[config.mk]
export PLATFORM = sky130hd
export DESIGN_NAME = wvdw_fifo
export DESIGN_NICKNAME = d
export VERILOG_FILES = /design/src/hdl/wvdw_pkg.sv /design/src/hdl/wvdw_fifo.sv
export VERILOG_INCLUDE_DIRS = /design/src /design/src/hdl
export SDC_FILE = /design/constraint.sdc
export NUM_CORES = 1
export LEC_CHECK = 0
export BUFFER_PORTS_ARGS = -buffer_cell sky130_fd_sc_hd__buf_4
export CELL_PAD_IN_SITES_DETAIL_PLACEMENT = 1
export CELL_PAD_IN_SITES_GLOBAL_PLACEMENT = 1
export CORE_ASPECT_RATIO = 1.75
export CORE_MARGIN = 5
export CORE_UTILIZATION = 39
export CTS_CLUSTER_DIAMETER = 150
export DETAILED_ROUTE_END_ITERATION = 12
export MAX_ROUTING_LAYER = met4
export PLACE_DENSITY = 0.65
export SLEW_MARGIN = 20
export SYNTH_ARGS = -nofsm -noshare
export SYNTH_HDL_FRONTEND = slang
export SYNTH_SLANG_ARGS = --single-unit
[constraint.sdc]
create_clock -name clk -period 7.7 [get_ports clk]
set_clock_uncertainty 0.2 [all_clocks]
set_input_delay 0.77 -clock clk [delete_from_list [all_inputs] [get_ports clk]]
set_output_delay 0.77 -clock clk [all_outputs]
set_load 0.02 [all_outputs]
[src/hdl/wall_vdw_retarded_force_unit_macros.svh]
// assertion macros shared by the retarded van der Waals wall force unit
// expects signals clk and rst_n in the scope of use
`ifndef WALL_VDW_RETARDED_FORCE_UNIT_MACROS_SVH
`define WALL_VDW_RETARDED_FORCE_UNIT_MACROS_SVH

// condition must never hold outside reset
`define WVDW_ASSERT_NEVER(label, cond) \
    label: assert property (@(posedge clk) disable iff (!rst_n) !(cond)) \
        else $error("forbidden condition seen");

// consequent must hold in the same cycle as the antecedent
`define WVDW_ASSERT_IMPLIES(label, ante, cons) \
    label: assert property (@(posedge clk) disable iff (!rst_n) (ante) |-> (cons)) \
        else $error("implication violated");

`endif

[src/hdl/wvdw_pkg.sv]
// shared types and constants of the retarded van der Waals wall force unit
// no dependencies
package wvdw_pkg;

    localparam int CFG_IDX_W  = 3;
    localparam int CFG_DATA_W = 32;

    localparam logic [CFG_IDX_W-1:0] REG_WALL_FACE      = 3'd0;
    localparam logic [CFG_IDX_W-1:0] REG_WALL_POSITION  = 3'd1;
    localparam logic [CFG_IDX_W-1:0] REG_RADIUS_MODE    = 3'd2;
    localparam logic [CFG_IDX_W-1:0] REG_RETARD_B       = 3'd3;
    localparam logic [CFG_IDX_W-1:0] REG_RETARD_LAMBDA  = 3'd4;
    localparam logic [CFG_IDX_W-1:0] REG_MIN_SEPARATION = 3'd5;
    localparam logic [CFG_IDX_W-1:0] REG_HAMAKER        = 3'd6;
    localparam logic [CFG_IDX_W-1:0] REG_CUTOFF         = 3'd7;

    localparam logic [1:0] AXIS_X    = 2'd0;
    localparam logic [1:0] AXIS_Y    = 2'd1;
    localparam logic [1:0] AXIS_Z    = 2'd2;
    localparam logic [1:0] AXIS_NONE = 2'd3;

    localparam logic [30:0] ONE_Q16 = 31'd65536;

    localparam int QUEUE_DEPTH = 4;
    localparam int QUEUE_AW    = 2;
    localparam int QUEUE_CW    = 3;

    localparam int NUM_W      = 126;
    localparam int DEN_W      = 129;
    localparam int QUO_W      = 32;
    localparam int DIV_CMP_W  = DEN_W + QUO_W;

    localparam logic [31:0] LIMIT_LO = 32'h8000_0000;
    localparam logic [31:0] LIMIT_HI = 32'h7FFF_FFFF;

    typedef struct packed {
        logic       active;
        logic       side;
        logic [1:0] axis;
    } meta_t;

    typedef struct packed {
        meta_t       meta;
        logic [30:0] sep_clamp;
        logic [31:0] reff2;
    } work_t;

    typedef struct packed {
        logic [30:0] hamaker;
        logic [30:0] lambda;
        logic [30:0] b;
    } coef_t;

endpackage

[src/hdl/wvdw_fifo.sv]
// short queue between the classifying front and the arithmetic back
// depends on wvdw_pkg and the assertion macro header
`include "wall_vdw_retarded_force_unit_macros.svh"

module wvdw_fifo (
    input  logic            clk,
    input  logic            rst_n,
    input  logic            push,
    input  wvdw_pkg::work_t push_item,
    input  logic            pop,
    output wvdw_pkg::work_t pop_item,
    output logic            full,
    output logic            empty
);
    import wvdw_pkg::*;

    work_t               slots_reg [QUEUE_DEPTH];
    logic [QUEUE_AW-1:0] wr_ptr_reg;
    logic [QUEUE_AW-1:0] rd_ptr_reg;
    logic [QUEUE_CW-1:0] count_reg;
    logic [QUEUE_CW-1:0] count_next;

    assign full     = count_reg == QUEUE_CW'(QUEUE_DEPTH);
    assign empty    = count_reg == '0;
    assign pop_item = slots_reg[rd_ptr_reg];

    always_comb
    begin
        count_next = count_reg;
        if (push && !pop)
            count_next = count_reg + 1'b1;
        else if (pop && !push)
            count_next = count_reg - 1'b1;
    end

    always_ff @(posedge clk or negedge rst_n)
    begin
        if (!rst_n)
        begin
            wr_ptr_reg <= '0;
            rd_ptr_reg <= '0;
            count_reg  <= '0;
        end
        else
        begin
            if (push)
                wr_ptr_reg <= wr_ptr_reg + 1'b1;
            if (pop)
                rd_ptr_reg <= rd_ptr_reg + 1'b1;
            count_reg <= count_next;
        end
    end

    always_ff @(posedge clk)
    begin
        if (push)
            slots_reg[wr_ptr_reg] <= push_item;
    end

    `WVDW_ASSERT_NEVER(a_no_overflow, push && full && !pop)
    `WVDW_ASSERT_NEVER(a_no_underflow, pop && empty)
    `WVDW_ASSERT_IMPLIES(a_ptr_gap, !full && !empty, (wr_ptr_reg - rd_ptr_reg) == count_reg[QUEUE_AW-1:0])

endmodule

==> summary.md, run 1 <==
| Metric | Value |
|---|---|
| Status | completed |
| Detailed placement HPWL | 11,900 um |
| R2r worst-path depth | 3 |
| FILL cells | 2,260 |
| Fmax | 0.255 GHz |
| DIE AREA | 29,300 um^2 |
| Global Route Usage Sum | 0.140 |
| Final core area utilization | 0.485 |
| CTS root buffer | clkbuf_16 |
| Hold path depth | 1 |
| Post-synth net total | 462 |
| Slew at the pin with the worst max-slew slack | 1090 ps |
| CTS clk-pin slew, worst paths | 70 ps |
| Pre-CTS setup slack | 4180 ps |
| Synthesis Warnings | 0 |
| Die Y | 223 um |
| # port buffers | 139 |
| FP Rows | 77 |
| Top Family by Delay on Critical Path | buffers and inverters |
| Pwr per Cell Area | 397 nW/um^2 |
| Global-route wire length before repair | 30,900 um |
| Worst path required time | 6730 ps |
| Number of cells on the critical path | 3 |
| WS Path Type | reg2out |
| DR vias/cell | 5.06 |
| Min-delay src | push_item[29] |
| Avg Inst Size Synth | 26.2 um^2 |
| Nets | 617 |
| Worst path slowest cell | dfrtp_4 |
| H-tree levels | 1 |
| Area growth from synthesis to layout | 22.1% |
| Max_cap viols | 0 |
| Hold Path End | slots_reg[2][29]$_DFFE_PP_ |
| Final ANT Viol Nets | 0 |
| Worst min-delay path class | in2reg |
| Commonest non-fill, non-tap cell in the layout | edfxtp_1 |
| Min Hold Slack | 249 ps |
| Distinct cells, synth | 20 |
| Die X | 131 um |
| Final hold vios | 0 |
| Internal | 3390 uW |
| Post-CTS sizing | 0 |
| Startpoint Class | flip-flop |
| Worst EP arrival | 2960 ps |
| Pin count of the biggest net entering global routing | 69 |
| Final wirelength | 20,000 um |
| Most repeated library cell on the critical path | buf_4 |
| DR WL/cell | 22.9 um |
| Share of post-route cells with drive strength above 1 | 0.451 |
| Sw Ratio | 0.306 |
| Pins Over Slew Limit | 0 |
| Gate power share | 0.310 |
| Dpl cell area | 11,400 um^2 |
| Number of global-route vias before repair | 5,150 |
| Starting density of the core | 0.397 |
| Final period util | 0.510 |
| Crit Path Max Fanout | 37 |
| Buf/Inv on CP | 2 |
| Sequential power share | 0.443 |
| Slowest cell delay on critical path | 870 ps |
| Drt first pass iters | 4 |
| Post-route minimum period | 3930 ps |
| IO Pins | 140 |
| Max IR drop VDD | 0.000210 V |
| Max FFs per register | 268 |
| Initial detailed-routing violation count | 243 |
| Setup-failing EPs final | 0 |
| Synth Instances | 385 |
| Post-synthesis sequential area ratio | 0.817 |
| CTS sink count | 275 |
| CTS tree | built |
| Setup TNS | 0 ps |
| R2r setup slk | 5530 ps |
| Switch Pwr | 1490 uW |
| Commonest cells after routing, fill and taps aside | 268 x edfxtp_1, 140 x buf_4, 67 x mux4_2, 25 x clkbuf_16, 7 x clkbuf_1 |
| Post-route DRC | 0 |
| Core Area | 25,300 um^2 |
| Clk buf depth | 3 |
| GPL Wtd Cong | 0.686 |
| Slew Limit Headroom | 0.272 |
| Final worst slack | 3770 ps |
| Unrepaired setup endpoints after global routing | no |
| Via count | 4,425 |
| Total gr overflow | 0 |
| Num CTS Buffers | 25 |
| Origin of the critical flop-to-flop path | wr_ptr_reg[1]$_DFFE_PN0P_ |
| Synthesized area | 10,100 um^2 |
| CP Capture Type | output port |
| Clock group share of total power | 0.247 |
| Post-route design area | 12,300 um^2 |
| RR Endpoint | slots_reg[1][58]$_DFFE_PP_ |
| Initial antenna violation count | 1 |
| Leak Pwr | 0.00417 uW |
| Critical path cell sequence | buf_4, mux4_2, buf_4 |
| Clk_lat worst skew | 510 ps |
| Flops & latches, synth | 275 |
-- synthesized netlist by cell type --
cell	instances	area (um^2)
mux4_2	67	1510
nor2_1	1	3.75
inv_1	4	15.0
mux2_2	1	11.3
o21ai_0	1	5.00
buf_4	4	30.0
xnor2_1	2	17.5
clkbuf_1	3	11.3
buf_2	6	30.0
edfxtp_1	268	8050
nor3_1	1	5.00
nor3b_1	1	7.51
fa_1	1	20.0
nand2_1	2	7.51
and2_1	4	25.0
buf_12	2	40.0
dfrtp_1	7	175
buf_6	1	11.3
ha_1	5	62.6
xor2_1	4	35.0
-- cell families after synthesis --
family	count (synthesis)	synth area share
compound gates	1	0.000497
xor+xnor	6	0.00522
fa+ha+maj	6	0.00820
buf+inv	20	0.0137
flops	275	0.817
mux	68	0.151
simple gates	9	0.00485
-- how the worst max path moves through the flow --
stage,start,endpoint,slack [ps]
floorplan,push,slots_reg[1][0]$_DFFE_PP_,4720
global placement,rd_ptr_reg[0]$_DFFE_PN0P_,pop_item[22],4180
detailed placement,rd_ptr_reg[0]$_DFFE_PN0P_,pop_item[22],4180
CTS,rd_ptr_reg[0]$_DFFE_PN0P_,pop_item[22],3610
global route,rd_ptr_reg[0]$_DFFE_PN0P_,pop_item[22],3520
finish,rd_ptr_reg[0]$_DFFE_PN0P_,pop_item[22],3770
-- routing by layer --
| metal | global-route usage | share of wire | up-vias |
|---|---|---|---|
| met3 | 0.0238 | 0.043 | 25 |
| li1 | - | - | 1946 |
| met1 | 0.149 | 0.36 | 2345 |
| met5 | - | 0 | - |
| met4 | 0.0405 | 0.015 | 0 |
| met2 | 0.264 | 0.58 | 109 |
-- area by class of cell --
cell class	instances	area, um^2	share of cell area
sequential	275	8230	0.669
multi-input combinational	90	1720	0.140
timing repair buffer	144	1140	0.0924
clock buffer	32	652	0.0530
tap	316	395	0.0322
clock inverter	12	146	0.0119
inverter	4	15.0	0.00122
antenna	1	2.50	0.000204
-- repair_timing --
| action | CTS | global route |
|---|---|---|
| setup buffers | 0 | 0 |
| hold endpoints to repair | 7 | 0 |
| endpoints found under the setup margin | 0 | 0 |
| hold buffers | 1 | 0 |
-- metrics by stage --
| stage | std cells | power, uW |
|---|---|---|
| floorplan | 385 | 3120 |
| global placement | 825 | 3710 |
| detailed placement | 825 | 3750 |
| CTS | 870 | 4980 |
| global route | 874 | 5120 |
| finish | 874 | 4880 |
-- power groups by stage --
stage / clock network (uW) / registers (uW) / logic, uW
after floorplan: 0 / 2050 / 1070
after global placement: 0 / 2190 / 1520
after detailed placement: 0 / 2220 / 1530
after CTS: 1250 / 2190 / 1540
after global routing: 1310 / 2200 / 1610
final: 1210 / 2160 / 1510
-- worst register-to-register path, delay by kind of cell, from the launching register on --
family | cells | cell delay, ps
adder cells (fa/ha/maj) | 1 | 160
buffers and inverters | 1 | 120
flip-flops | 1 | 410
AND/OR/NAND/NOR | 1 | 870
Note: power is estimated with default switching activity, not from simulation.
==> inputs of run 2 (changes only) <==
- PLACE_DENSITY: 0.65 -> 0.67
- clock period: 7.7 -> 3.27 ns (I/O delays scaled with it)
==> run 2 against run 1 <==
Clock power grew 130%; worst hold slack better by 64 ps; final area increased by 6.1%; count of clock-buffer cells in the layout shrank 3; total power increased by 140%; non-clock buffer count grew 76.
==> summary.md, run 2 (synthesis results as in run 1) <==
| Metric | Value |
|---|---|
| Status | completed (unchanged) |
| Min-delay src | count_reg[2]$_DFFE_PN0P_ (was push_item[29]) |
| Commonest cells after routing, fill and taps aside | 268 x edfxtp_1, 142 x buf_4, 71 x dlygate4sd3_1, 67 x mux4_2, 25 x clkbuf_16 (was 268 x edfxtp_1, 140 x buf_4, 67 x mux4_2, 25 x clkbuf_16, 7 x clkbuf_1) |
| Worst EP arrival | 2360 ps (was 2960 ps) |
| Core Area | 25,300 um^2 (unchanged) |
| R2r worst-path depth | 4 (was 3) |
| Detailed placement HPWL | 13,400 um (was 11,900 um) |
| Origin of the critical flop-to-flop path | wr_ptr_reg[0]$_DFFE_PN0P_ (was wr_ptr_reg[1]$_DFFE_PN0P_) |
| Max FFs per register | 268 (unchanged) |
| Via count | 4,674 (was 4,425) |
| Startpoint Class | flip-flop (unchanged) |
| Die X | 131 um (unchanged) |
| Sequential power share | 0.431 (was 0.443) |
| Clk_lat worst skew | 500 ps (was 510 ps) |
| CTS clk-pin slew, worst paths | 60 ps (was 70 ps) |
| Post-route DRC | 0 (unchanged) |
| Final core area utilization | 0.515 (was 0.485) |
| Pin count of the biggest net entering global routing | 44 (was 69) |
| Internal | 8020 uW (was 3390 uW) |
| Clock group share of total power | 0.237 (was 0.247) |
| Max IR drop VDD | 0.000545 V (was 0.000210 V) |
| Met1 GRT Util | 0.158 (was 0.149) |
| Hold path depth | 1 (unchanged) |
| Final worst slack | 379 ps (was 3770 ps) |
| Post-route minimum period | 2890 ps |
| IO Pins | 140 (unchanged) |
| Max_cap viols | 0 (unchanged) |
| Final wirelength | 21,300 um (was 20,000 um) |
| Slew at the pin with the worst max-slew slack | 680 ps (was 1090 ps) |
| Share of post-route cells with drive strength above 1 | 0.405 (was 0.451) |
| Area growth from synthesis to layout | 29.5% (was 22.1%) |
| Worst path required time | 2740 ps (was 6730 ps) |
| Hold Path End | count_reg[2]$_DFFE_PN0P_ (was slots_reg[2][29]$_DFFE_PP_) |
| Switch Pwr | 3550 uW (was 1490 uW) |
| CTS tree | built (unchanged) |
| Sw Ratio | 0.307 (was 0.306) |
| Number of global-route vias before repair | 5,520 (was 5,150) |
| CTS root buffer | clkbuf_16 (unchanged) |
| Unrepaired setup endpoints after global routing | no (unchanged) |
| Starting density of the core | 0.397 (unchanged) |
| Nets | 693 (was 617) |
| R2r setup slk | 1180 ps (was 5530 ps) |
| DIE AREA | 29,300 um^2 (unchanged) |
| Global Route Usage Sum | 0.149 (was 0.140) |
| Final hold vios | 0 (unchanged) |
| Clk buf depth | 3 (unchanged) |
| Met2 Use GR | 0.283 (was 0.264) |
| Drt first pass iters | 4 (unchanged) |
| Final period util | 0.884 |
| DR WL/cell | 22.4 um (was 22.9 um) |
| # port buffers | 139 (unchanged) |
| Initial detailed-routing violation count | 289 (was 243) |
| Pwr per Cell Area | 887 nW/um^2 (was 397 nW/um^2) |
| Fmax | 0.346 GHz |
| FILL cells | 2,257 (was 2,260) |
| RR Endpoint | slots_reg[2][33]$_DFFE_PP_ (was slots_reg[1][58]$_DFFE_PP_) |
| Final ANT Viol Nets | 0 (unchanged) |
| Global-route wire length before repair | 33,000 um (was 30,900 um) |
| CP Capture Type | output port (unchanged) |
| Crit Path Max Fanout | 26 (was 37) |
| Gate power share | 0.333 (was 0.310) |
| H-tree levels | 1 (unchanged) |
| GRT busiest layer | met2 (unchanged) |
| Leak Pwr | 0.00450 uW (was 0.00417 uW) |
| Num CTS Buffers | 25 (unchanged) |
| CTS sink count | 275 (unchanged) |
| Worst min-delay path class | reg2reg (was in2reg) |
| Setup TNS | 0 ps (unchanged) |
| WS Path Type | reg2out (unchanged) |
| Initial antenna violation count | 4 (was 1) |
| Setup-failing EPs final | 0 (unchanged) |
| Total gr overflow | 0 (unchanged) |
| FP Rows | 77 (unchanged) |
| Pre-CTS setup slack | 858 ps (was 4180 ps) |
| Die Y | 223 um (unchanged) |
| Slew Limit Headroom | 0.547 (was 0.272) |
| Pins Over Slew Limit | 0 (unchanged) |
| Met3 usage | 0.0238 (unchanged) |
| Commonest non-fill, non-tap cell in the layout | edfxtp_1 (unchanged) |
| DR vias/cell | 4.91 (was 5.06) |
| GPL Wtd Cong | 0.710 (was 0.686) |
==> run 2: metal layers <==
layer,share of wire,vias to the layer above
met5,0,-
met1,0.36,2445
met4,0.014,0
met2,0.59,105
li1,-,2105
met3,0.037,19
==> run 2: per-stage QoR <==
step	area, um^2	total power [uW]	instances	hold slack, ps
after global routing	13000	12100	952	339
after CTS	13000	11800	948	298
after detailed placement	11600	8970	834	-54.1
final	13000	11600	952	313
after floorplan	10100	7340	385	-169
after global placement	11600	8860	834	-57.0
==> run 2: worst max-delay path by stage <==
stage	startpoint	endpoint	slack, ps	cells after the start
after CTS	rd_ptr_reg[0]$_DFFE_PN0P_	pop_item[10]	300	3
final	rd_ptr_reg[0]$_DFFE_PN0P_	pop_item[12]	380	3
after global routing	rd_ptr_reg[0]$_DFFE_PN0P_	pop_item[12]	220	3
after detailed placement	rd_ptr_reg[0]$_DFFE_PN0P_	pop_item[10]	860	3
after global placement	rd_ptr_reg[0]$_DFFE_PN0P_	pop_item[10]	860	3
after floorplan	wr_ptr_reg[0]$_DFFE_PN0P_	slots_reg[2][0]$_DFFE_PP_	450	3
==> run 2: layout make-up <==
| type | count | area (um^2) | area share |
|---|---|---|---|
| Antenna cell | 4 | 10.0 | 0.000767 |
| Tap cell | 316 | 395 | 0.0303 |
| Sequential cell | 275 | 8230 | 0.631 |
| Timing Repair Buffer | 220 | 1920 | 0.147 |
| Inverter | 4 | 15.0 | 0.00115 |
| Multi-Input combinational cell | 90 | 1720 | 0.132 |
| Clock inverter | 14 | 115 | 0.00883 |
| Clock buffer | 29 | 641 | 0.0491 |
==> run 2: worst max-delay path, cell delays in order (launching register included) <==
cell and delay (ps):
dfrtp_4 800, buf_4 330, mux4_2 530, buf_4 180
==> run 2: what timing repair did <==
item / in CTS / in global routing
hold buffers: 71 / 0
setup buffers: 0 / 0
gates resized for setup: 0 / 0
endpoints found under the hold margin: 279 / 0
endpoints found under the setup margin: 0 / 0
==> run 2: power groups by stage <==
stage               clock [uW]  sequential, uW  combinational (uW)
detailed placement           0            5080                3890
finish                    2740            4980                3850
floorplan                    0            4820                2520
CTS                       2820            5000                3970
global placement             0            5030                3840
global route              2970            5060                4100
==> inputs of run 3 (changes only) <==
- PLACE_DENSITY: 0.67 -> default
- PLACE_DENSITY_LB_ADDON: default -> 0.25
==> run 3 against run 2 <==
Fmax is 3.3% lower; highest routed layer unchanged; global-route usage down 0.44 points; die area unchanged; critical path depth stayed put; largest power group unchanged; sequential cell count unchanged; core utilization about the same; largest cell class unchanged; non-clock buffer count decreased by 2; sequential power up 1%; clock power up 2%; via count up 0.17%; worst hold slack better by 14 ps; sequential share of layout area about the same.
==> summary.md, run 3 (synthesis results as in run 1) <==
| Metric | Value |
|---|---|
| Clk buf depth | 3 (unchanged) |
| Unrepaired setup endpoints after global routing | no (unchanged) |
| Nets | 691 (was 693) |
| Clock group share of total power | 0.242 (was 0.237) |
| Core Area | 25,300 um^2 (unchanged) |
| Global Route Usage Sum | 0.145 (was 0.149) |
| Die Y | 223 um (unchanged) |
| H-tree levels | 1 (unchanged) |
| GPL Wtd Cong | 0.678 (was 0.710) |
| Commonest non-fill, non-tap cell in the layout | edfxtp_1 (unchanged) |
| DR vias/cell | 4.93 (was 4.91) |
| CTS clk-pin slew, worst paths | 60 ps (about the same) |
| Internal | 8060 uW (was 8020 uW) |
| Crit Path Max Fanout | 36 (was 26) |
| Final ANT Viol Nets | 0 (unchanged) |
| R2r worst-path depth | 4 (unchanged) |
| Drt first pass iters | 4 (unchanged) |
| Initial antenna violation count | 2 (was 4) |
| Number of global-route vias before repair | 5,572 (was 5,520) |
| Global-route wire length before repair | 31,900 um (was 33,000 um) |
| Pin count of the biggest net entering global routing | 48 (was 44) |
| CTS sink count | 275 (unchanged) |
| Clk_lat worst skew | 510 ps (was 500 ps) |
| Fmax | 0.335 GHz (was 0.346 GHz) |
| CP Capture Type | output port (unchanged) |
| Pins Over Slew Limit | 0 (unchanged) |
| # port buffers | 139 (unchanged) |
| Initial detailed-routing violation count | 258 (was 289) |
| WS Path Type | reg2out (unchanged) |
| R2r setup slk | 1240 ps (was 1180 ps) |
| Setup TNS | 0 ps (unchanged) |
| Starting density of the core | 0.397 (unchanged) |
| Worst EP arrival | 2460 ps (was 2360 ps) |
| Slew at the pin with the worst max-slew slack | 778 ps (was 680 ps) |
| Num CTS Buffers | 25 (unchanged) |
| CTS root buffer | clkbuf_16 (unchanged) |
| Post-CTS Setup Inserts | 0 (unchanged) |
| Gate power share | 0.323 (was 0.333) |
| Switch Pwr | 3530 uW (was 3550 uW) |
| Post-route DRC | 0 (unchanged) |
| Max_cap viols | 0 (unchanged) |
| RR Endpoint | slots_reg[2][6]$_DFFE_PP_ (was slots_reg[2][33]$_DFFE_PP_) |
| Max FFs per register | 268 (unchanged) |
| Slew Limit Headroom | 0.481 (was 0.547) |
| Post-route minimum period | 2990 ps (was 2890 ps) |
| Sequential power share | 0.436 (was 0.431) |
| Max IR drop VDD | 0.000453 V (was 0.000545 V) |
| CP startpoint | rd_ptr_reg[0]$_DFFE_PN0P_ (unchanged) |
| Die X | 131 um (unchanged) |
| Post-route design area | 13,100 um^2 (was 13,000 um^2) |
| Hold path depth | 1 (unchanged) |
| CTS tree | built (unchanged) |
| Origin of the critical flop-to-flop path | wr_ptr_reg[0]$_DFFE_PN0P_ (unchanged) |
| DIE AREA | 29,300 um^2 (unchanged) |
| Share of post-route cells with drive strength above 1 | 0.404 (was 0.405) |
| Final period util | 0.914 (was 0.884) |
| Min-delay src | count_reg[2]$_DFFE_PN0P_ (unchanged) |
| Detailed placement HPWL | 12,500 um (was 13,400 um) |
| Pwr per Cell Area | 888 nW/um^2 (was 887 nW/um^2) |
| Hold Path End | count_reg[2]$_DFFE_PN0P_ (unchanged) |
| Dpl cell area | 11,600 um^2 (about the same) |
| Sw Ratio | 0.305 (was 0.307) |
| Area growth from synthesis to layout | 29.6% (was 29.5%) |
| Worst min-delay path class | reg2reg (unchanged) |
| DR WL/cell | 21.5 um (was 22.4 um) |
| Min Hold Slack | 327 ps (was 313 ps) |
| Startpoint Class | flip-flop (unchanged) |
| IO Pins | 140 (unchanged) |
| Via count | 4,682 (was 4,674) |
| Total gr overflow | 0 (unchanged) |
| Worst path required time | 2740 ps (about the same) |
| Setup-failing EPs final | 0 (unchanged) |
| Final wirelength | 20,400 um (was 21,300 um) |
| Leak Pwr | 0.00449 uW (was 0.00450 uW) |
| Final hold vios | 0 (unchanged) |
| FP Rows | 77 (unchanged) |
| Status | completed (unchanged) |
| Commonest cells after routing, fill and taps aside | 268 x edfxtp_1, 140 x buf_4, 71 x dlygate4sd3_1, 67 x mux4_2, 25 x clkbuf_16 (was 268 x edfxtp_1, 142 x buf_4, 71 x dlygate4sd3_1, 67 x mux4_2, 25 x clkbuf_16) |
-- run 3: cell count changes in the layout (fill, tap and decap cells not counted), sizes merged --
| cell | previous run | this run |
|---|---|---|
| clkinv | 11 | 5 |
| clkbuf | 29 | 34 |
| buf | 149 | 147 |
| diode | 4 | 2 |
| clkinvlp | 1 | 2 |
| inv | 4 | 5 |
-- run 3: worst max-delay path by stage --
| stage | end | slack, ps | depth (start not counted) |
|---|---|---|---|
| floorplan | slots_reg[2][0]$_DFFE_PP_ | 450 | 3 |
| CTS | pop_item[26] | 150 | 3 |
| detailed placement | pop_item[26] | 720 | 3 |
| global route | pop_item[26] | 100 | 3 |
| finish | pop_item[27] | 280 | 3 |
| global placement | pop_item[27] | 760 | 3 |
-- run 3: power by group through the flow --
stage / Clock, uW / Sequential, uW / Combinational, uW
floorplan: 0 / 4820 / 2520
detailed placement: 0 / 5160 / 3780
CTS: 2890 / 5080 / 3860
global placement: 0 / 5090 / 3740
global route: 3060 / 5130 / 3980
finish: 2800 / 5050 / 3740
-- run 3: stage by stage --
stage | setup slack (ps) | total power (uW) | cells | utilization
3_5_place_dp | 723 | 8930 | 832 | 0.456
5_1_grt | 101 | 12200 | 949 | 0.515
3_3_place_gp | 762 | 8830 | 832 | 0.456
2_1_floorplan | 450 | 7340 | 385 | -
4_1_cts | 150 | 11800 | 947 | 0.515
6_report | 281 | 11600 | 949 | 0.515
-- run 3: what timing repair did --
item                      CTS  global route
hold buffers               71             0
resized for setup           0             0
hold endpoints to repair  279             0
-- run 3: per-layer routing --
metal | vias up | share of wire | global-route usage
li1 | 2110 | - | -
met1 | 2439 | 0.37 | 0.151
met2 | 102 | 0.57 | 0.275
met3 | 31 | 0.035 | 0.0206
met4 | 0 | 0.025 | 0.0515
met5 | - | 0 | -
-- run 3: final cells by class --
class / count / area [um^2]
clock buffer: 34 / 679
sequential: 275 / 8230
antenna: 2 / 5.00
inverter: 4 / 15.0
clock inverter: 10 / 105
multi-input combinational: 90 / 1720
tap: 316 / 395
timing repair buffer: 218 / 1900
fill: 2269 / 12300
-- run 3: worst max-delay path, cell delays in order (launching register included) --
cell     delay (ps)
dfrtp_4         940
buf_12          280
mux4_2          540
buf_4           180
