### config.mk
export PLATFORM = sky130hd
export DESIGN_NAME = wvdw_front
export DESIGN_NICKNAME = d
export VERILOG_FILES = /design/src/hdl/wall_vdw_retarded_force_unit_macros.svh /design/src/hdl/wvdw_pkg.sv /design/src/hdl/wvdw_front.sv
export SDC_FILE = /design/constraint.sdc
export NUM_CORES = 1
export LEC_CHECK = 0
export BUFFER_PORTS_ARGS = -buffer_cell sky130_fd_sc_hd__buf_4
export CAP_MARGIN = 40
export CORE_ASPECT_RATIO = 1.75
export CORE_MARGIN = 1.5
export CORE_UTILIZATION = 39
export DETAILED_ROUTE_END_ITERATION = 10
export MAX_ROUTING_LAYER = met4
export PLACE_DENSITY = 0.66
export SLEW_MARGIN = 30
export SYNTH_ARGS = -nofsm -noshare
export SYNTH_HDL_FRONTEND = slang
export SYNTH_SLANG_ARGS = --single-unit
### constraint.sdc
create_clock -name clk -period 18.5 [get_ports clk]
set_clock_uncertainty 0.15 [all_clocks]
set_input_delay 5.55 -clock clk [delete_from_list [all_inputs] [get_ports clk]]
set_output_delay 5.55 -clock clk [all_outputs]
set_load 0.02 [all_outputs]
### src/hdl/wall_vdw_retarded_force_unit_macros.svh
// assertion macros shared by the retarded van der Waals wall force unit
// expects signals clk and rst_n in the scope of use
`ifndef WALL_VDW_RETARDED_FORCE_UNIT_MACROS_SVH
`define WALL_VDW_RETARDED_FORCE_UNIT_MACROS_SVH

// condition must never hold outside reset
`define WVDW_ASSERT_NEVER(label, cond) \
    label: assert property (@(posedge clk) disable iff (!rst_n) !(cond)) \
        else $error("forbidden condition seen");

// consequent must hold in the same cycle as the antecedent
`define WVDW_ASSERT_IMPLIES(label, ante, cons) \
    label: assert property (@(posedge clk) disable iff (!rst_n) (ante) |-> (cons)) \
        else $error("implication violated");

`endif

### src/hdl/wvdw_pkg.sv
// shared types and constants of the retarded van der Waals wall force unit
// no dependencies
package wvdw_pkg;

    localparam int CFG_IDX_W  = 3;
    localparam int CFG_DATA_W = 32;

    localparam logic [CFG_IDX_W-1:0] REG_WALL_FACE      = 3'd0;
    localparam logic [CFG_IDX_W-1:0] REG_WALL_POSITION  = 3'd1;
    localparam logic [CFG_IDX_W-1:0] REG_RADIUS_MODE    = 3'd2;
    localparam logic [CFG_IDX_W-1:0] REG_RETARD_B       = 3'd3;
    localparam logic [CFG_IDX_W-1:0] REG_RETARD_LAMBDA  = 3'd4;
    localparam logic [CFG_IDX_W-1:0] REG_MIN_SEPARATION = 3'd5;
    localparam logic [CFG_IDX_W-1:0] REG_HAMAKER        = 3'd6;
    localparam logic [CFG_IDX_W-1:0] REG_CUTOFF         = 3'd7;

    localparam logic [1:0] AXIS_X    = 2'd0;
    localparam logic [1:0] AXIS_Y    = 2'd1;
    localparam logic [1:0] AXIS_Z    = 2'd2;
    localparam logic [1:0] AXIS_NONE = 2'd3;

    localparam logic [30:0] ONE_Q16 = 31'd65536;

    localparam int QUEUE_DEPTH = 4;
    localparam int QUEUE_AW    = 2;
    localparam int QUEUE_CW    = 3;

    localparam int NUM_W      = 126;
    localparam int DEN_W      = 129;
    localparam int QUO_W      = 32;
    localparam int DIV_CMP_W  = DEN_W + QUO_W;

    localparam logic [31:0] LIMIT_LO = 32'h8000_0000;
    localparam logic [31:0] LIMIT_HI = 32'h7FFF_FFFF;

    typedef struct packed {
        logic       active;
        logic       side;
        logic [1:0] axis;
    } meta_t;

    typedef struct packed {
        meta_t       meta;
        logic [30:0] sep_clamp;
        logic [31:0] reff2;
    } work_t;

    typedef struct packed {
        logic [30:0] hamaker;
        logic [30:0] lambda;
        logic [30:0] b;
    } coef_t;

endpackage

### src/hdl/wvdw_front.sv
// front end: accepts particles, measures wall distance, band test and clamp
// depends on wvdw_pkg
module wvdw_front (
    input  logic                 clk,
    input  logic                 rst_n,
    input  logic                 in_valid,
    output logic                 in_stall,
    input  logic signed [31:0]   pos_x,
    input  logic signed [31:0]   pos_y,
    input  logic signed [31:0]   pos_z,
    input  logic [30:0]          particle_radius,
    input  logic                 in_group,
    input  logic [2:0]           wall_face,
    input  logic signed [31:0]   wall_position,
    input  logic                 radius_mode,
    input  logic [30:0]          min_separation,
    input  logic [30:0]          cutoff,
    input  logic                 queue_full,
    output logic                 push,
    output wvdw_pkg::work_t      push_item
);
    import wvdw_pkg::*;

    logic               front_en;
    logic               f1_valid_reg;
    logic               f2_valid_reg;
    meta_t              f1_meta_reg;
    meta_t              f2_meta_reg;
    meta_t              meta_next;
    logic signed [32:0] f1_dist_reg;
    logic signed [32:0] dist_next;
    logic [30:0]        f1_size_reg;
    logic [30:0]        f2_size_reg;
    logic [31:0]        f1_reff2_reg;
    logic [31:0]        f2_reff2_reg;
    logic               f1_mode_reg;
    logic               f2_mode_reg;
    logic signed [31:0] pos_sel;
    logic [32:0]        abs_dist;
    logic signed [33:0] sep_next;
    logic signed [33:0] f2_sep_reg;
    logic [33:0]        abs_sep;
    logic               band;
    logic               sep_lt_min;

    always_comb
    begin
        case (wall_face[2:1])
            AXIS_X:  pos_sel = pos_x;
            AXIS_Y:  pos_sel = pos_y;
            AXIS_Z:  pos_sel = pos_z;
            default: pos_sel = pos_x;
        endcase
    end

    assign meta_next.active = in_group && (wall_face[2:1] != AXIS_NONE);
    assign meta_next.side   = wall_face[0];
    assign meta_next.axis   = wall_face[2:1];

    // lo wall: particle minus wall, hi wall: wall minus particle
    assign dist_next = wall_face[0]
        ? ($signed({wall_position[31], wall_position}) - $signed({pos_sel[31], pos_sel}))
        : ($signed({pos_sel[31], pos_sel}) - $signed({wall_position[31], wall_position}));

    assign abs_dist = f1_dist_reg[32] ? 33'(-f1_dist_reg) : 33'(f1_dist_reg);
    assign sep_next = $signed({1'b0, abs_dist}) - $signed({3'b000, f1_size_reg});

    assign abs_sep = f2_sep_reg[33] ? 34'(-f2_sep_reg) : 34'(f2_sep_reg);
    assign band = f2_mode_reg ? ({1'b0, abs_sep, 1'b0} < {5'b0, f2_size_reg})
                              : ({abs_sep, 2'b00} < {5'b0, f2_size_reg});
    assign sep_lt_min = f2_sep_reg < $signed({3'b000, min_separation});

    assign push_item.meta.active = f2_meta_reg.active && band;
    assign push_item.meta.side   = f2_meta_reg.side;
    assign push_item.meta.axis   = f2_meta_reg.axis;
    assign push_item.sep_clamp   = sep_lt_min ? min_separation : f2_sep_reg[30:0];
    assign push_item.reff2       = f2_reff2_reg;

    assign front_en = !f2_valid_reg || !queue_full;
    assign push     = f2_valid_reg && !queue_full;
    assign in_stall = !front_en;

    always_ff @(posedge clk or negedge rst_n)
    begin
        if (!rst_n)
        begin
            f1_valid_reg <= 1'b0;
            f2_valid_reg <= 1'b0;
        end
        else if (front_en)
        begin
            f1_valid_reg <= in_valid;
            f2_valid_reg <= f1_valid_reg;
        end
    end

    always_ff @(posedge clk)
    begin
        if (front_en)
        begin
            f1_meta_reg  <= meta_next;
            f1_dist_reg  <= dist_next;
            f1_size_reg  <= radius_mode ? particle_radius : cutoff;
            f1_reff2_reg <= radius_mode ? {particle_radius, 1'b0} : {1'b0, cutoff};
            f1_mode_reg  <= radius_mode;
            f2_meta_reg  <= f1_meta_reg;
            f2_sep_reg   <= sep_next;
            f2_size_reg  <= f1_size_reg;
            f2_reff2_reg <= f1_reff2_reg;
            f2_mode_reg  <= f1_mode_reg;
        end
    end

endmodule

==> impl_metrics.prom, run 1 <==
# TYPE chip_impl_metric gauge
chip_impl_metric{name="post_synth_edffs",unit=""} 203
chip_impl_metric{name="design.die.area",unit="um2"} 45600
chip_impl_info{name="cp_top_family",value="compound AO/OA/AOI/OAI gates"} 1
chip_impl_metric{name="arrival",unit="ns"} 8.40
chip_impl_metric{name="slew-limit-headroom",unit="%"} 44.4
chip_impl_metric{name="tritoncts.num_buffers",unit=""} 19
chip_impl_info{name="run_status",value="finished, final reports clean"} 1
chip_impl_metric{name="cts_repair_resize_count",unit=""} 0
chip_impl_metric{name="post-route-min-period",unit="ns"} 14.10
chip_impl_info{name="end_kind",value="primary output"} 1
chip_impl_metric{name="gp_congestion",unit=""} 0.946
chip_impl_metric{name="combinationalPowerShare",unit="%"} 58.7
chip_impl_metric{name="num_rows",unit=""} 101
chip_impl_info{name="hold_path.class",value="flop to flop"} 1
chip_impl_metric{name="p_sw",unit="W"} 0.00121
chip_impl_metric{name="power-per-cell-area",unit="nW/um2"} 136
chip_impl_info{name="rsz0062_at_grt",value="no"} 1
chip_impl_info{name="timing.setup.critical_path_class",value="primary input to primary output"} 1
chip_impl_info{name="cpMostUsedCell",value="sky130_fd_sc_hd__buf_4"} 1
chip_impl_metric{name="synth_top_area_share",unit="%"} 35.3
chip_impl_info{name="crit_path_cell_trace",value="buf_4 > inv_1 > ha_1 > a21o_1 > a2111oi_0 > o31a_1 > o21a_1 > buf_4 > and2_1 > buf_6 > o311ai_1 > buf_4"} 1
chip_impl_metric{name="num_vias",unit=""} 14959
chip_impl_metric{name="die_w",unit="um"} 162
chip_impl_metric{name="post-route-period-util",unit="%"} 76.2
chip_impl_metric{name="grt_pass1_vias",unit=""} 14919
chip_impl_info{name="cp_slowest_cell",value="sky130_fd_sc_hd__and2_1"} 1
chip_impl_metric{name="final_net_count",unit=""} 2596
chip_impl_metric{name="holdBufCountCts",unit=""} 0
chip_impl_metric{name="area_growth_syn_to_layout",unit="%"} 19.7
chip_impl_metric{name="maximum_number_of_pins_on_one_net_before_global_route_repair",unit=""} 96
chip_impl_metric{name="tightestPinTransition",unit="ns"} 0.825
chip_impl_info{name="synth_ff_type",value="sky130_fd_sc_hd__edfxtp_1"} 1
chip_impl_metric{name="num_antenna_cells",unit=""} 0
chip_impl_info{name="synth_area_leaders",value="sky130_fd_sc_hd__edfxtp_1, sky130_fd_sc_hd__ha_1, sky130_fd_sc_hd__xnor2_1"} 1
chip_impl_metric{name="finalSetupViolCount",unit=""} 0
chip_impl_metric{name="detailedRoute.firstPassIterationCount",unit=""} 5
chip_impl_info{name="cts_root_buffer",value="sky130_fd_sc_hd__clkbuf_16"} 1
chip_impl_metric{name="clk_slew_on_worst_s_h_paths",unit="ns"} 0.06
chip_impl_metric{name="worst-endpoint-required",unit="ns"} 12.80
chip_impl_info{name="crit_path_start_kind",value="primary input"} 1
chip_impl_metric{name="antenna_found_initial",unit=""} 0
chip_impl_metric{name="largest_reg_flops",unit=""} 34
chip_impl_metric{name="wire_per_inst",unit="um"} 16.7
chip_impl_metric{name="postLayoutSetupSlackWorst",unit="ns"} 4.40
chip_impl_metric{name="grtUsageTotal",unit="%"} 20.5
chip_impl_metric{name="route.final.wire_length",unit="mm"} 45.9
chip_impl_metric{name="power.share.clock",unit="%"} 13.9
chip_impl_metric{name="cp_num_buf_inv",unit=""} 5
chip_impl_metric{name="filler_cell_count",unit=""} 4200
chip_impl_metric{name="fin_hold_ws",unit="ns"} 0.263
chip_impl_metric{name="cap_viol_max_count",unit=""} 0
chip_impl_metric{name="cts.path.max_buffers",unit=""} 3
chip_impl_metric{name="detailedRoute.firstIterationViolations",unit=""} 801
chip_impl_metric{name="grt_first_pass_wirelength",unit="mm"} 73.5
chip_impl_metric{name="place.port_buffers",unit=""} 298
chip_impl_metric{name="cts.repair_timing.setup_buffer_count",unit=""} 0
chip_impl_metric{name="final_util",unit="%"} 47.4
chip_impl_metric{name="dpl_worst_slack",unit="ns"} 4.40
chip_impl_metric{name="clk-insertion-delay-late",unit="ns"} 0.50
chip_impl_metric{name="vias_per_cell",unit=""} 5.44
chip_impl_metric{name="sequential_area_share_after_synthesis",unit="%"} 35.6
chip_impl_metric{name="htree_levels",unit=""} 1
chip_impl_metric{name="grt-ovfl-total",unit=""} 0
chip_impl_info{name="synthDominantAreaCellType",value="sky130_fd_sc_hd__edfxtp_1"} 1
chip_impl_metric{name="dp_hpwl",unit="mm"} 37.9
chip_impl_metric{name="drtAntennaViolNets",unit=""} 0
chip_impl_metric{name="effective_utilization_at_floorplan",unit="%"} 39.6
chip_impl_metric{name="leakagePower",unit="nW"} 9.29
chip_impl_info{name="synth_most_common_cell",value="sky130_fd_sc_hd__nand2_1"} 1
chip_impl_metric{name="core",unit="um2"} 43600
chip_impl_metric{name="sequentialPowerShare",unit="%"} 27.4
chip_impl_info{name="synthTopCellsByCount",value="sky130_fd_sc_hd__nand2_1, sky130_fd_sc_hd__edfxtp_1, sky130_fd_sc_hd__ha_1"} 1
chip_impl_metric{name="fin_tns_setup",unit="ns"} 0
chip_impl_metric{name="max_ir_drop_vdd",unit="mV"} 0.101
chip_impl_metric{name="synth.yosys.warnings",unit=""} 0
chip_impl_info{name="cts_tree",value="built"} 1
chip_impl_metric{name="number_of_flip_flops_and_latches_in_the_synthesized_netlist",unit=""} 205
chip_impl_metric{name="remaining_routing_drc_violations",unit=""} 0
chip_impl_metric{name="clock_sink_count",unit=""} 205
chip_impl_metric{name="netSwitchingFraction",unit="%"} 43.1
chip_impl_metric{name="io_pins",unit=""} 299
chip_impl_metric{name="critical-path-max-stage-delay",unit="ns"} 0.49
chip_impl_metric{name="drive_above_1_share",unit="%"} 16.3
chip_impl_metric{name="post_syn_area",unit="um2"} 17300
chip_impl_metric{name="synth_cell_types",unit=""} 74
chip_impl_metric{name="critPathMaxFanout",unit=""} 32
chip_impl_metric{name="synth_fp_nets",unit=""} 2351
chip_impl_metric{name="clock.fmax",unit="MHz"} 70.9
chip_impl_metric{name="postSynthCellCount",unit=""} 1929
chip_impl_metric{name="timing.final.hold_violations",unit=""} 0
chip_impl_metric{name="timing_max_transition_violations_final",unit=""} 0
chip_impl_metric{name="fp.dieH",unit="um"} 281
chip_impl_metric{name="synth_area_per_inst",unit="um2"} 8.95
chip_impl_metric{name="power.internal",unit="W"} 0.00160
chip_impl_metric{name="synthArstFlopShare",unit="%"} 0.976
## worst paths after layout
path	start	cells after the start	slack (ns)	to
min in group asynchronous	rst_n	1	4.66	f1_valid_reg
max in group asynchronous	rst_n	1	13.46	f2_valid_reg
hold reg to reg	f1_reff2_reg[12]	0	0.26	f2_reff2_reg[12]
hold / removal	f1_reff2_reg[12]	0	0.26	f2_reff2_reg[12]
setup reg to reg	f1_dist_reg[4]	14	14.00	f2_sep_reg[31]
setup / recovery	min_separation[7]	12	4.40	push_item[58]
## power groups by stage
stage	sequential, W	combinational, W	clock, W
after global routing	0.000786	0.00185	0.000414
after floorplan	0.000761	0.00119	0
final	0.000769	0.00165	0.000390
after global placement	0.000774	0.00160	0
after CTS	0.000769	0.00165	0.000400
after detailed placement	0.000780	0.00164	0
## worst register-to-register path, stage by stage, from the launching register on
cell and delay, ns:
sky130_fd_sc_hd__edfxtp_1 0.44, sky130_fd_sc_hd__nor4_2 0.48, sky130_fd_sc_hd__nand4b_1 0.40, sky130_fd_sc_hd__nand2b_1 0.35
sky130_fd_sc_hd__o41ai_1 0.38, sky130_fd_sc_hd__xnor2_1 0.13, sky130_fd_sc_hd__ha_1 0.41, sky130_fd_sc_hd__nand2_1 0.14
sky130_fd_sc_hd__o22ai_1 0.09, sky130_fd_sc_hd__o21ai_0 0.23, sky130_fd_sc_hd__a21oi_1 0.10, sky130_fd_sc_hd__a211o_1 0.35
sky130_fd_sc_hd__a22oi_1 0.31, sky130_fd_sc_hd__a21oi_1 0.13, sky130_fd_sc_hd__xnor2_1 0.14
## final cells by class
cell class	count	area (um2)	share of cell area, %
well taps	566	708	3.43
flip-flops and latches	205	6150	29.7
clock inverters	12	125	0.605
repair buffers	316	2420	11.7
inverters	187	702	3.40
multi-input cells	1445	10100	48.8
clock buffers	20	479	2.32
## cell families (layout without fill, tap and decap cells)
logic type,count (synthesis),after routing,share of synthesized area [%]
compound gates,559,559,21.7
xor+xnor,113,113,5.73
fa+ha+maj,192,192,14.0
buf+inv,279,535,6.13
flops,205,205,35.6
mux,7,7,0.420
simple gates,574,574,16.4
## placed cells by master (no fill, tap or decap), types with 13 or more instances in the layout
master,Yosys,layout
sky130_fd_sc_hd__a211oi_1,39,39
sky130_fd_sc_hd__a21o_1,65,65
sky130_fd_sc_hd__a21oi_1,116,116
sky130_fd_sc_hd__a22oi_1,35,35
sky130_fd_sc_hd__and3_1,33,33
sky130_fd_sc_hd__buf_4,3,312
sky130_fd_sc_hd__clkbuf_16,0,19
sky130_fd_sc_hd__edfxtp_1,203,203
sky130_fd_sc_hd__ha_1,189,189
sky130_fd_sc_hd__inv_1,187,187
sky130_fd_sc_hd__nand2_1,211,210
sky130_fd_sc_hd__nand2b_1,75,75
sky130_fd_sc_hd__nand3_1,14,14
sky130_fd_sc_hd__nand4_1,51,51
sky130_fd_sc_hd__nor2_1,100,100
sky130_fd_sc_hd__nor2b_1,18,18
sky130_fd_sc_hd__nor3_1,18,18
sky130_fd_sc_hd__o211ai_1,13,13
sky130_fd_sc_hd__o21a_1,19,19
sky130_fd_sc_hd__o21ai_0,115,115
sky130_fd_sc_hd__o21bai_1,15,15
sky130_fd_sc_hd__o311ai_1,31,31
sky130_fd_sc_hd__o31ai_1,22,22
sky130_fd_sc_hd__xnor2_1,92,92
sky130_fd_sc_hd__xor2_1,21,21
## metrics by stage
step                total power (W)  instance area [um2]  instances
finish                      0.00281                20700       2751
global route                0.00305                20700       2751
CTS                         0.00282                20600       2749
detailed placement          0.00242                20000       2717
global placement            0.00237                20000       2715
floorplan                   0.00195                17300       1929
## per-layer routing
| metal | track usage (%) | wire length (um) |
|---|---|---|
| met5 | - | 0 |
| met3 | 0.809 | 1400 |
| met2 | 40.1 | 25600 |
| met1 | 21.2 | 17200 |
| met4 | 7.97 | 1680 |
No activity file was read; power rests on OpenSTA's default activity.
==> inputs of run 2 (changes only) <==
--- a/config.mk
+++ b/config.mk
@@ -5,6 +5,7 @@
 export SDC_FILE = /design/constraint.sdc
 export NUM_CORES = 1
 export LEC_CHECK = 0
+export ABC_AREA = 1
 export BUFFER_PORTS_ARGS = -buffer_cell sky130_fd_sc_hd__buf_4
 export CAP_MARGIN = 40
 export CORE_ASPECT_RATIO = 1.75
==> constraint.sdc (replaced) <==
create_clock -name clk -period 13.9 [get_ports clk]
set_clock_uncertainty 0.15 [all_clocks]
set_input_delay 4.17 -clock clk [delete_from_list [all_inputs] [get_ports clk]]
set_output_delay 4.17 -clock clk [all_outputs]
set_load 0.02 [all_outputs]
==> impl_metrics.prom, run 2 <==
# TYPE chip_impl_metric gauge
chip_impl_metric{name="post_synth_and_or_nand_nor_area_fraction",unit="%"} 19.6
chip_impl_info{name="hold_path.class",value="flop to flop"} 1
chip_impl_info{name="timing.setup.critical_path_class",value="primary input to primary output"} 1
chip_impl_metric{name="clk-insertion-delay-late",unit="ns"} 0.50
chip_impl_metric{name="cts.repair_timing.setup_buffer_count",unit=""} 0
chip_impl_metric{name="postSynthCellCount",unit=""} 2308
chip_impl_info{name="synthDominantAreaCellType",value="sky130_fd_sc_hd__edfxtp_1"} 1
chip_impl_info{name="min_from",value="f1_reff2_reg[25]"} 1
chip_impl_info{name="synth_top_family_by_area",value="simple AND/OR/NAND/NOR gates"} 1
chip_impl_metric{name="num_vias",unit=""} 16084
chip_impl_metric{name="cts.path.max_buffers",unit=""} 3
chip_impl_metric{name="synth_area_per_inst",unit="um2"} 7.73
chip_impl_metric{name="sequential_area_share_after_synthesis",unit="%"} 34.4
chip_impl_info{name="cts_root_buffer",value="sky130_fd_sc_hd__clkbuf_16"} 1
chip_impl_metric{name="synth-compound-area-share",unit="%"} 16.0
chip_impl_metric{name="synth_mux_area_share",unit="%"} 0.336
chip_impl_metric{name="htree_levels",unit=""} 1
chip_impl_info{name="cts_tree",value="built"} 1
chip_impl_metric{name="grt_pass1_vias",unit=""} 16588
chip_impl_info{name="rr_startpoint",value="f1_dist_reg[0]"} 1
chip_impl_metric{name="synth_fp_nets",unit=""} 2730
chip_impl_metric{name="grtUsageTotal",unit="%"} 23.1
chip_impl_info{name="synth_ff_type",value="sky130_fd_sc_hd__edfxtp_1"} 1
chip_impl_metric{name="hold_depth",unit=""} 0
chip_impl_metric{name="detailedRoute.firstPassIterationCount",unit=""} 5
chip_impl_metric{name="drive_above_1_share",unit="%"} 15.6
chip_impl_metric{name="timing_max_transition_violations_final",unit=""} 0
chip_impl_metric{name="grt_first_pass_wirelength",unit="mm"} 81.7
chip_impl_metric{name="die_w",unit="um"} 165
chip_impl_metric{name="vias_per_cell",unit=""} 5.08
chip_impl_metric{name="remaining_routing_drc_violations",unit=""} 0
chip_impl_metric{name="leakagePower",unit="nW"} 10.3
chip_impl_metric{name="num_rows",unit=""} 103
chip_impl_metric{name="finalSetupViolCount",unit=""} 0
chip_impl_info{name="critical_path.reg2reg.endpoint",value="f2_sep_reg[31]"} 1
chip_impl_info{name="most_frequent_cells_in_the_layout",value="sky130_fd_sc_hd__nand2_1, sky130_fd_sc_hd__inv_1, sky130_fd_sc_hd__buf_4, sky130_fd_sc_hd__nor2_1, sky130_fd_sc_hd__edfxtp_1"} 1
chip_impl_info{name="run_status",value="finished, final reports clean"} 1
chip_impl_metric{name="power",unit="W"} 0.00378
chip_impl_info{name="end_kind",value="primary output"} 1
chip_impl_metric{name="clock_sink_count",unit=""} 205
chip_impl_metric{name="synth_area_in_xor_xnor",unit="%"} 6.23
chip_impl_info{name="layout.cells.most_common",value="sky130_fd_sc_hd__nand2_1"} 1
chip_impl_metric{name="place.port_buffers",unit=""} 298
chip_impl_metric{name="fin_hold_ws",unit="ns"} 0.258
chip_impl_metric{name="synthArstFlopShare",unit="%"} 0.976
chip_impl_metric{name="antenna_found_initial",unit=""} 0
chip_impl_metric{name="final_design_area_no_fill",unit="um2"} 21200
chip_impl_metric{name="slew-limit-headroom",unit="%"} 47.0
chip_impl_metric{name="route.final.wire_length",unit="mm"} 53.4
chip_impl_metric{name="timing.final.hold_violations",unit=""} 0
chip_impl_metric{name="synth_top_area_share",unit="%"} 34.1
chip_impl_info{name="cp_slowest_cell",value="sky130_fd_sc_hd__nand2_4"} 1
chip_impl_metric{name="synth.yosys.warnings",unit=""} 0
chip_impl_metric{name="area_growth_syn_to_layout",unit="%"} 18.8
chip_impl_metric{name="post_syn_area",unit="um2"} 17900
chip_impl_metric{name="worst-endpoint-required",unit="ns"} 9.58
chip_impl_metric{name="post_synth_edffs",unit=""} 203
chip_impl_metric{name="dp_hpwl",unit="mm"} 46.1
chip_impl_metric{name="cts_repair_resize_count",unit=""} 0
chip_impl_metric{name="post-route-period-util",unit="%"} 77.7
chip_impl_metric{name="effective_utilization_at_floorplan",unit="%"} 39.6
chip_impl_metric{name="holdBufCountCts",unit=""} 0
chip_impl_info{name="synth_most_common_cell",value="sky130_fd_sc_hd__nand2_1"} 1
chip_impl_info{name="cpMostUsedCell",value="sky130_fd_sc_hd__nand2_1"} 1
chip_impl_metric{name="clock.fmax",unit="MHz"} 92.6
chip_impl_metric{name="tritoncts.num_buffers",unit=""} 16
chip_impl_metric{name="grt-ovfl-total",unit=""} 0
chip_impl_metric{name="critPathMaxFanout",unit=""} 53
chip_impl_info{name="synth_area_leaders",value="sky130_fd_sc_hd__edfxtp_1, sky130_fd_sc_hd__ha_1, sky130_fd_sc_hd__nand2_1"} 1
chip_impl_metric{name="power-per-cell-area",unit="nW/um2"} 178
chip_impl_metric{name="cap_viol_max_count",unit=""} 0
chip_impl_metric{name="reg_to_reg_setup_timing_slack",unit="ns"} 9.41
chip_impl_info{name="crit_path_cell_trace",value="buf_4 > inv_1 > ha_1 > a21oi_1 > o21ai_0 > nand2_1 > nand2_1 > a21oi_1 > nand3_2 > nand2_4 > nand2_1 > o21ai_2 > buf_4"} 1
chip_impl_metric{name="arrival",unit="ns"} 6.48
chip_impl_metric{name="cp_num_buf_inv",unit=""} 3
chip_impl_metric{name="clk_slew_on_worst_s_h_paths",unit="ns"} 0.08
chip_impl_metric{name="io_pins",unit=""} 299
chip_impl_metric{name="synth_cell_types",unit=""} 51
chip_impl_info{name="synthTopCellsByCount",value="sky130_fd_sc_hd__nand2_1, sky130_fd_sc_hd__inv_1, sky130_fd_sc_hd__nor2_1"} 1
chip_impl_metric{name="wire_per_inst",unit="um"} 16.8
chip_impl_metric{name="drtAntennaViolNets",unit=""} 0
chip_impl_metric{name="tightestPinTransition",unit="ns"} 0.786
chip_impl_metric{name="fin_tns_setup",unit="ns"} 0
chip_impl_info{name="worst_hold_path.endpoint",value="f2_reff2_reg[25]"} 1
chip_impl_info{name="crit_path_start_kind",value="primary input"} 1
chip_impl_metric{name="rr_worst_depth",unit=""} 14
chip_impl_metric{name="design.die.area",unit="um2"} 47100
chip_impl_metric{name="detailedRoute.firstIterationViolations",unit=""} 864
chip_impl_metric{name="critical-path-max-stage-delay",unit="ns"} 0.54
chip_impl_metric{name="gp_congestion",unit=""} 0.922
chip_impl_info{name="cp_top_family",value="simple AND/OR/NAND/NOR gates"} 1
chip_impl_metric{name="number_of_flip_flops_and_latches_in_the_synthesized_netlist",unit=""} 205
chip_impl_metric{name="final_net_count",unit=""} 3005
chip_impl_metric{name="largest_reg_flops",unit=""} 34
chip_impl_metric{name="post-route-min-period",unit="ns"} 10.80
chip_impl_info{name="rsz0062_at_grt",value="no"} 1
chip_impl_metric{name="fp.dieH",unit="um"} 286
chip_impl_metric{name="post_synth_fa_ha_maj_area_fraction",unit="%"} 13.6
chip_impl_metric{name="core",unit="um2"} 45100
chip_impl_metric{name="dpl-instance-area",unit="um2"} 20600
chip_impl_metric{name="maximum_number_of_pins_on_one_net_before_global_route_repair",unit=""} 95
chip_impl_metric{name="max_ir_drop_vdd",unit="mV"} 0.183
chip_impl_metric{name="num_antenna_cells",unit=""} 0
run 2: how the worst max path moves through the flow:
stage | from | endpoint | slack [ns] | cells past startpoint
2_1_floorplan | queue_full | in_stall | 0.20 | 2
3_5_place_dp | min_separation[29] | push_item[35] | 3.02 | 13
6_report | min_separation[29] | push_item[56] | 3.10 | 13
4_1_cts | min_separation[29] | push_item[35] | 3.01 | 13
3_3_place_gp | min_separation[29] | push_item[62] | 3.06 | 13
5_1_grt | min_separation[23] | push_item[56] | 2.85 | 13
run 2: layer usage:
layer	share of wire, %	wire length [um]	GRT usage [%]	up-vias
li1	-	-	-	8194
met1	33	17500	19.6	7360
met2	58	30900	47.4	386
met5	0	0	-	-
met4	6.8	3650	14.4	0
met3	2.3	1240	0.812	144
run 2: cell type report:
class | instances | area (um2)
Clock inverter | 8 | 58.8
Multi-Input combinational cell | 1652 | 9960
Fill cell | 4566 | 23900
Inverter | 396 | 1490
Clock buffer | 18 | 429
Tap cell | 577 | 722
Sequential cell | 205 | 6150
Timing Repair Buffer | 312 | 2410
run 2: kinds of logic after synthesis:
| logic type | Yosys count |
|---|---|
| AND/OR/NAND/NOR | 845 |
| AO/OA/AOI/OAI | 482 |
| buffers and inverters | 451 |
| flip-flops | 205 |
| adder cells (fa/ha/maj) | 192 |
| XOR/XNOR | 127 |
| multiplexers | 6 |
run 2: per-stage QoR:
| step | setup WS, ns | util (%) | cells |
|---|---|---|---|
| global placement | 3.06 | 45.7 | 3137 |
| finish | 3.10 | 47.0 | 3168 |
| floorplan | 0.202 | - | 2308 |
| global route | 2.85 | 47.0 | 3168 |
| detailed placement | 3.02 | 45.8 | 3139 |
| CTS | 3.01 | 46.8 | 3165 |
run 2: power breakdown:
part           internal [W]  leakage, nW  switching, W  total, W
logic              0.000864         8.01       0.00146   0.00232
clock network      0.000227        0.241      0.000213  0.000440
registers          0.000894         2.10      0.000124   0.00102
total               0.00198         10.3       0.00180   0.00378
